<file path="config.mk">
export PLATFORM = sky130hd
export DESIGN_NAME = fstt_ctrl
export DESIGN_NICKNAME = d
export VERILOG_FILES = /design/src/sv/fstt_pkg.sv /design/src/sv/fstt_ctrl.sv
export SDC_FILE = /design/constraint.sdc
export NUM_CORES = 1
export LEC_CHECK = 0
export CAP_MARGIN = 20
export CORE_AREA = 2 2 39 41
export DETAILED_ROUTE_END_ITERATION = 12
export DIE_AREA = 0 0 41 43
export DONT_BUFFER_PORTS = 1
export PLACE_DENSITY = 0.39
export SLEW_MARGIN = 20
export SYNTH_ARGS = -nofsm -noshare
export SYNTH_HDL_FRONTEND = slang
export SYNTH_SLANG_ARGS = --single-unit
</file>
<file path="constraint.sdc">
create_clock -name aclk -period 2.4 [get_ports aclk]
set_input_delay 0 -clock aclk [delete_from_list [all_inputs] [get_ports aclk]]
set_output_delay 0 -clock aclk [all_outputs]
set_load 0.1 [all_outputs]
</file>
<file path="src/sv/fstt_pkg.sv">
// ----------------------------------------------------------------------------
// fstt_pkg: shared types and constants
// Record and result formats, controller states and command/status bundles.
// ----------------------------------------------------------------------------
package fstt_pkg;

    localparam int FLOW_ENTRIES_DEF   = 256;
    localparam int SOURCE_ENTRIES_DEF = 64;
    localparam logic [7:0] MIN_PREFIX_RESET = 8'd30;
    localparam logic [8:0] HALFOPEN_MAX = 9'd511;

    localparam logic CMD_TCP = 1'b0;
    localparam logic CMD_DNS = 1'b1;

    localparam logic [1:0] ST_EMPTY    = 2'd0;
    localparam logic [1:0] ST_HALFOPEN = 2'd1;
    localparam logic [1:0] ST_OPEN     = 2'd2;

    typedef struct packed {
        logic        cmd;
        logic [31:0] src_ip;
        logic [31:0] dst_ip;
        logic [15:0] sport;
        logic [15:0] dport;
        logic        syn_only;
        logic [7:0]  label_len;
    } in_item_t;

    typedef struct packed {
        logic [31:0] report_ip;
        logic [8:0]  halfopen_flows;
        logic [31:0] tunnel_total;
        logic        flow_full;
        logic        source_full;
    } out_item_t;

    typedef enum logic [3:0] {
        S_IDLE,
        S_FSCAN,
        S_FWAIT,
        S_SSCAN,
        S_SWAIT,
        S_UPDATE,
        S_READ,
        S_RWAIT,
        S_OUT
    } fsm_state_t;

    // Controller to datapath.
    typedef struct packed {
        logic load;        // latch the input record
        logic fscan_start; // clear flow scan index
        logic fscan_step;  // compare one flow entry, advance
        logic sscan_start;
        logic sscan_step;
        logic update;      // apply the record's effects
        logic rd_capture;  // build the result
    } dp_cmd_t;

    // Datapath to controller.
    typedef struct packed {
        logic fscan_done;
        logic sscan_done;
    } dp_stat_t;

endpackage

</file>
<file path="src/sv/fstt_ctrl.sv">
// ----------------------------------------------------------------------------
// fstt_ctrl: record sequencer
// Steps a record through flow scan, source scan, update, readback, output.
// ----------------------------------------------------------------------------
module fstt_ctrl import fstt_pkg::*; (
    input  logic     aclk,
    input  logic     aresetn,
    input  logic     s_valid,
    output logic     s_ready,
    output logic     m_valid,
    input  logic     m_ready,
    input  dp_stat_t stat,
    output dp_cmd_t  cmd
);
    fsm_state_t state_reg, state_next;

    always_ff @(posedge aclk) begin
        if (!aresetn) begin
            state_reg <= S_IDLE;
        end else begin
            state_reg <= state_next;
        end
    end

    always_comb begin
        state_next = state_reg;
        cmd        = '0;
        s_ready    = 1'b0;
        m_valid    = 1'b0;
        case (state_reg)
            S_IDLE: begin
                s_ready = 1'b1;
                if (s_valid) begin
                    cmd.load   = 1'b1;
                    state_next = S_FWAIT;
                end
            end
            S_FWAIT: begin
                cmd.fscan_start = 1'b1;
                cmd.sscan_start = 1'b1;
                state_next      = S_FSCAN;
            end
            S_FSCAN: begin
                cmd.fscan_step = 1'b1;
                if (stat.fscan_done) state_next = S_SSCAN;
            end
            S_SSCAN: begin
                cmd.sscan_step = 1'b1;
                if (stat.sscan_done) begin
                    state_next = S_SWAIT;
                end
            end
            S_SWAIT: begin
                // Counter read of the matched source lands here.
                state_next = S_UPDATE;
            end
            S_UPDATE: begin
                cmd.update = 1'b1;
                state_next = S_READ;
            end
            S_READ: begin
                // The updated counters are read back in this cycle.
                state_next = S_RWAIT;
            end
            S_RWAIT: begin
                cmd.rd_capture = 1'b1;
                state_next     = S_OUT;
            end
            S_OUT: begin
                m_valid = 1'b1;
                if (m_ready) state_next = S_IDLE;
            end
            default: state_next = S_IDLE;
        endcase
    end

endmodule

</file>
==> results of run 1 <==
## power by group through the flow
stage / Combinational [mW] / Clock [mW] / Sequential [mW]
finish: 0.207 / 0.0793 / 0.0915
floorplan: 0.181 / 0 / 0.0748
global placement: 0.205 / 0 / 0.0923
global route: 0.215 / 0.0912 / 0.0933
detailed placement: 0.205 / 0 / 0.0923
CTS: 0.209 / 0.0848 / 0.0915
## Yosys cell counts
cell type | n | area, um2
nor3_2 | 1 | 10.0
o21a_1 | 1 | 7.51
a211oi_1 | 1 | 7.51
a2bb2oi_1 | 1 | 8.76
nor4_2 | 1 | 12.5
o22ai_2 | 1 | 12.5
nor4b_1 | 1 | 8.76
buf_2 | 2 | 10.0
nand4b_1 | 1 | 8.76
inv_1 | 2 | 7.51
o32a_1 | 1 | 10.0
a21oi_1 | 1 | 5.00
xor2_1 | 1 | 8.76
nor3_1 | 2 | 10.0
and3b_1 | 1 | 8.76
dfxtp_1 | 4 | 80.1
nand2b_1 | 3 | 18.8
and2_1 | 2 | 12.5
a21o_1 | 1 | 7.51
buf_4 | 1 | 7.51
nand2_1 | 3 | 11.3
buf_6 | 2 | 22.5
nor2_1 | 3 | 11.3
nor2b_4 | 1 | 13.8
## routing by layer
layer	GRT usage, %	routed length, um	up-vias
li1	-	-	150
met1	14.6	322	131
met2	13.8	362	5
met3	3.66	34	0
met4	6.00	0	0
met5	0	0	-
## layout by cell type (no fill, tap or decap)
cell and n:
o21a_1 1, nor2b_4 1, nor4b_4 1, inv_1 2, buf_12 1, nor4_4 1, a2bb2oi_1 1, a21o_1 1
nand2b_1 3, nand4b_1 1, and2_1 1, dlygate4sd3_1 2, a21oi_1 1, clkbuf_4 3, nor2_2 2, nand2_1 3
nor3_2 1, o22ai_2 1, a211oi_1 1, dfxtp_1 4, buf_4 7, nor2_1 1, o32a_1 1, and3b_1 1
and2_2 1, nor3_4 2, xor2_1 1, buf_16 1
## critical path: stages (launching register included)
cell	delay, ps
dfxtp_1	540
nor4b_4	260
buf_4	350
buf_16	210
## cells by family (layout without fill, tap and decap cells)
| family | after synthesis | count (layout) | synth area share [%] |
|---|---|---|---|
| buf+inv | 7 | 16 | 14.8 |
| compound gates | 7 | 7 | 18.3 |
| xor+xnor | 1 | 1 | 2.72 |
| simple gates | 19 | 19 | 39.3 |
| flops | 4 | 4 | 24.9 |
## per-stage QoR
stage | area (um2) | power, mW | hold WS [ps]
after floorplan | 357 | 0.256 | 117
final | 497 | 0.378 | 6.12
after CTS | 497 | 0.385 | 0.914
after detailed placement | 454 | 0.298 | 133
after global placement | 454 | 0.298 | 125
after global routing | 497 | 0.400 | 5.36
## worst paths after layout
| kind | startpoint | to | slack, ps | depth (start not counted) |
|---|---|---|---|---|
| worst max-delay path | state_reg[1] | cmd[5] | 810 | 3 |
| worst min-delay path | aresetn | state_reg[2] | 6 | 2 |
| worst min register to register | state_reg[1] | state_reg[2] | 670 | 2 |
| worst max register to register | state_reg[0] | state_reg[3] | 870 | 4 |
## cell type report
class,instances,area [um2],area share [%]
clock buffers,3,22.5,4.53
well taps,16,20.0,4.03
inverters,2,7.51,1.51
multi-input cells,27,246,49.6
flip-flops and latches,4,80.1,16.1
repair buffers,11,120,24.2
## timing repair
| action | CTS | global route |
|---|---|---|
| hold buffers | 2 | 0 |
| endpoints found under the hold margin | 4 | 0 |
| endpoints found under the setup margin | 0 | 0 |
==> results.md, run 1 <==
- The run finished with clean final reports.
- The data arrival at the endpoint of the critical path is 1590 ps.
- The max-slew violation total from the final report came to 0.
- The analysis attributes to net switching a power of 0.182 mW.
- The placeable core region is 1380 um2.
- The antenna diode count is 0.
- The count of final setup violators is 0.
- The maximum clock rate is 0.627 GHz.
- The count of H-tree levels built during CTS is 1.
- Measured against its own limit, the worst slew margin works out to 60.1%.
- When the netlist entered floorplanning its net count stood at 44.
- The number of clock buffers inserted by TritonCTS is 3.
- The number of detailed-route iterations in the first pass is 2.
- The path type of the worst min-delay path is input pin to flip-flop.
- Counting flops and latches in the post-synthesis netlist gives 4.
- The number of placed instances with taps included is 58.
- The critical path data required time is 2400 ps.
- In this run the static leakage power is 0.206 nW.
- The switching power share of the total is 48.2%.
- Compared with the post-synthesis result, the final layout area differs by 54.5%.
- The final critical delay including setup and external delays is 1590 ps.
- The sum of overflow across all layers after global routing is 0.
- Cells fill 35.9% of the core in the end.
- In this run the mean area of a mapped cell was 8.46 um2.
- The number of failing hold endpoints at the final stage was 0.
- The accumulated negative setup slack is 0 ps.
- The clock passes through at most 2 buffers.
- STA classifies the critical path startpoint as a flip-flop.
- In the final routed layout, each cell accounts on average for 11.4 um.
- The clock network is responsible for 21.0% of the overall power.
- Setup slack on the critical path of the routed design comes to 806 ps.
- For the worst-skew pair, the clock arrives at the later sink with an insertion delay of 230 ps.
- TritonCTS built the clock tree.
- The maximum number of pins on one net before global-route repair is 12.
- Once detail routing completed, the nets flagged for antenna violations numbered 0.
- The class of the most critical setup path is flip-flop to primary output.
- The clock-pin slew on the worst setup and hold paths is 30 ps.
- The clock sink count is 4.
- The tool flagged a number of max-cap violations equal to 0.
- The chip width is 41 um.
- The die boundary height is 43 um.
- The register with the most flip-flops in the layout has 4 of them.
- The post-placement worst setup slack is 872 ps.
- The number of global-route vias before repair is 288.
- Internal power comes to 0.196 mW.
- The global-route wire length before repair is 1270 um.
- For this configuration, the core starts out at a cell density of 23.2%.
- The count of synthesis-stage warnings from yosys is 0.
- For this block, the routed nets add up to 719 um of wire.
- The worst setup path is captured at a primary output.
- Fill cells in the final layout number 140.
- After the flow finishes, the layout carries non-filler instances totaling 63.
- After the last flow step, the layout net total stands at 55.
- The sequential group share of total power is 24.2%.
- The initial antenna violation count is 0.
- The worst vdd rail ir drop is 0.311 mV.
- The buffer count from post-CTS setup fixing is 0.
- Clock tree synthesis selected as its root buffer the cell clkbuf_4.
- The combined global-route utilization of all metal layers is 10.6%.
- The clock skew is 2.61 ps.
- In this run the cell area of the synthesized design comes to 322 um2.
- The areal power density over the cells is 760 nW/um2.
- Cells with a size suffix above 1 make up 46.8% of the layout.
- The final critical path takes up 66.4% of the cycle.
- The actual slew at the worst max-slew pin is 598 ps.
- The post-detailed-route DRC marker count is 0.
- Along the worst path, the maximum fanout reaches 9.
- The number of port buffers is 0.
- The power share of the combinational group is 54.8%.
- The count of pins on the block boundary is 15.
- In the routed layout, each cell is associated on average with a via count of 4.54.
- Setup repair after global routing left no endpoint under its margin.
- The die covers 1760 um2.
- The number of rows in the core area is 14.
- The number of cells produced by synthesis is 38.
- The share of synthesized area occupied by flip-flops and latches is 24.9%.
- The total of cells resized after clock tree synthesis is 0.
- Across all layers, the routed design uses 286 vias.
- The initial detailed-routing violation count is 1.
- The number of different library cells used by synthesis comes to 24.
- At the end of routability-driven placement, the weighted congestion stood at 0.709.
- Summed over all nets, the half-perimeter wirelength after detailed placement is 582 um.
Note: power is estimated with default switching activity, not from simulation.
==> run 2: changes to the inputs <==
--- a/config.mk
+++ b/config.mk
@@ -10,7 +10,7 @@
 export DETAILED_ROUTE_END_ITERATION = 12
 export DIE_AREA = 0 0 41 43
 export DONT_BUFFER_PORTS = 1
-export PLACE_DENSITY = 0.39
+export PLACE_DENSITY = 0.41
 export SLEW_MARGIN = 20
 export SYNTH_ARGS = -nofsm -noshare
 export SYNTH_HDL_FRONTEND = slang
==> constraint.sdc (replaced) <==
create_clock -name aclk -period 1.3 [get_ports aclk]
set_input_delay 0 -clock aclk [delete_from_list [all_inputs] [get_ports aclk]]
set_output_delay 0 -clock aclk [all_outputs]
set_load 0.1 [all_outputs]
==> run 2 against run 1 <==
  * Flip-flop and latch count is the same
  * Largest cell class unchanged
  * Cell area grew 30%
  * Via count grew 14%
  * Largest power group unchanged
  * Clock skew is essentially flat
  * Clock power grew 98%
  * Final cell count grew 9.5%
  * Core utilization grew 11 points
  * First-iteration DRC count grew to 4.0 times the previous value
  * Sequential power grew 78%
  * Critical endpoint is now m_valid
  * Highest routed layer is now met4
  * Die area is the same
  * Routed wire length grew 33%
==> results.md, run 2 (same netlist as run 1, synthesis figures left out) <==
- The flow ran to the end, and the final reports show no timing, DRC or antenna violations.
- The ratio of cells with drive above 1 in the final layout is 62.3% (+15 points).
- In the layout the commonest cells are 7 x buf_12, 7 x buf_4, 3 x nor3_4, 3 x nand2b_1, 3 x clkbuf_4.
- The combined global-route utilization of all metal layers is 13.6% (+3.0 points).
- The die area was 1760 um2 (unchanged).
- The clock-pin slew on the worst setup and hold paths is 40 ps (about the same).
- The max-cap check violation count is 0 (unchanged).
- The actual slew at the worst max-slew pin was 312 ps (-286 ps).
- The met1 demand-to-capacity share in global routing is 13.8% (-0.78 points).
- The number of nets with antenna violations after routing came to 0 (unchanged).
- The critical path data required time came to 1300 ps (-1100 ps).
- The smallest hold slack was 22.0 ps (+15.9 ps).
- Setup repair after global routing could not meet its margin everywhere.
- The flip-flop count of the largest register after layout is 4 (unchanged).
- The clock skew is 2.83 ps (+0.216 ps).
- The global-route wire length before repair is 1480 um (+16%).
- The number of failing hold endpoints at the final stage is 0 (unchanged).
- The sum of overflow across all layers after global routing is 0 (unchanged).
- The initial cell density of the core is 23.2% (unchanged).
- The final layout net count is 61 (+11%).
- The clock tree from TritonCTS is done.
- The critical register-to-register path endpoint is state_reg[3].
- The post-detailed-route DRC marker count is 0 (unchanged).
- The buffer levels on the longest clock path came to 2 (unchanged).
- The logic depth of the worst register-to-register path came to 3 (-1).
- The number of detailed-route iterations in the first pass is 4 (+2).
- The number of clock buffers inserted by TritonCTS is 3 (unchanged).
- The number of vias after detailed routing came to 325 (+14%).
- The initial antenna violation count is 0 (unchanged).
- The placeable core region was 1380 um2 (unchanged).
- The worst vdd rail ir drop is 0.512 mV (+65%).
- The worst max-slew margin expressed relative to the limit is 79.2% (+19 points).
- The number of port buffers is 0 (unchanged).
- The final wirelength was 958 um (+33%).
- The class of the most critical setup path is flip-flop to primary output.
- The leakage component of the power came to 0.263 nW (+28%).
- The beginning of the critical path is state_reg[0].
- Compared with the post-synthesis result, the final layout area differs by 102%.
- The detailed-placement wirelength estimate is 740 um (+27%).
- The type of element capturing the critical path is a primary output.
- The post-placement worst setup slack is 36.4 ps (-836 ps).
- The final cycle utilization of the critical path is 97.6%.
- The number of global-route vias before repair is 356 (+24%).
- The die boundary height was 43 um (unchanged).
- The area of all placed cells without fillers is 648 um2 (+30%).
- In this run the critical register-to-register path is launched from state_reg[3].
- The max-slew violation total from the final report is 0 (unchanged).
- The placer's final routability congestion estimate came to 0.751 (+5.9%).
- The clock root buffer is clkbuf_4.
- The worst hold path belongs to the class input pin to flip-flop.
- The chip width came to 41 um (unchanged).
- The count of pins on the block boundary is 15 (unchanged).
- The count of H-tree levels built during CTS is 1 (unchanged).
- The ratio of routed vias to standard cells came to 4.71 (+3.8%).
- The data arrival at the endpoint of the critical path is 1270 ps (-320 ps).
- The initial detailed-routing violation count was 4 (+3).
- The maximum clock rate is 0.788 GHz.
- The instance area after placement is 579 um2 (+28%).
- The areal power density over the cells is 1220 nW/um2 (+60%).
- The register-to-register setup slack is 170 ps (-700 ps).
- The count of final setup violators is 0 (unchanged).
- The final critical delay including setup and external delays is 1270 ps.
- The routed wirelength normalized by instance count was 13.9 um (+22%).
- The fraction of met3 tracks used by global routing is 2.62% (-1.0 points).
- The maximum number of pins on one net before global-route repair is 10 (-2).
- The maximum fanout count along the critical path was 7 (-2).
- The clock sink count is 4 (unchanged).
- The met2 track demand over resource in global routing was 20.6% (+6.9 points).
- The antenna diode count is 0 (unchanged).
- The number of rows in the core area is 14 (unchanged).
- The insertion delay of the later-clocked pin in the worst-skew pair is 240 ps (about the same).
- STA classifies the critical path startpoint as a flip-flop.
- The critical path ends at m_valid.
- The worst setup margin is 31.0 ps (-775 ps).
- The global routing stage identified its most utilized layer as met2.
-- run 2: cell count changes in the layout (fill, tap and decap cells not counted), moves of 2 or more --
cell | before | now
and2_4 | 0 | 2
buf_12 | 1 | 7
dfxtp_1 | 4 | 1
dfxtp_4 | 0 | 2
nor2_2 | 2 | 0
nor2_4 | 0 | 2
-- run 2: cell type report --
cell class              instances  area [um2]
inverters                       2        7.51
well taps                      16        20.0
multi-input cells              27         269
repair buffers                 17         240
fillers                       137         736
clock buffers                   3        22.5
flip-flops and latches          4        88.8
-- run 2: per-stage QoR --
stage	TNS [ps]	power (mW)	util [%]	std cells
final	0	0.788	46.8	69
after global routing	-45.6	0.819	46.8	69
after CTS	-26.1	0.793	46.4	69
after detailed placement	0	0.608	41.9	63
after global placement	0	0.604	41.9	63
after floorplan	-3170	0.481	-	38
-- run 2: how the worst min path moves through the flow --
| stage | startpoint | cells after the start | endpoint |
|---|---|---|---|
| floorplan | aresetn | 1 | state_reg[3] |
| global placement | aresetn | 1 | state_reg[3] |
| detailed placement | aresetn | 1 | state_reg[3] |
| finish | stat[0] | 2 | state_reg[1] |
| global route | stat[0] | 2 | state_reg[1] |
| CTS | stat[0] | 2 | state_reg[1] |
-- run 2: worst max-delay path: stages, from the launching register on --
cell     delay, ps
dfxtp_4        380
buf_4          160
nor3_4         150
and2_4         180
buf_12         160
-- run 2: what timing repair did --
item / CTS / global route
setup buffers: 1 / 0
hold buffers: 2 / 0
resized for setup: 5 / 3
pin swaps: 1 / 1
endpoints found under the hold margin: 4 / 0
setup endpoints to repair: 9 / 8
-- run 2: per-layer routing --
metal  routed length (um)  part of all wire (%)  vias up
li1                     -                     -      159
met1                  384                    40      149
met2                  481                    50       13
met3                   47                   4.9        4
met4                   44                   4.6        0
met5                    0                     0        -
-- run 2: power by group --
part           switching (mW)  total (mW)  internal [mW]
Combinational           0.290       0.468          0.178
Sequential             0.0284       0.163          0.135
Clock                  0.0532       0.157          0.103
Total                   0.371       0.788          0.416
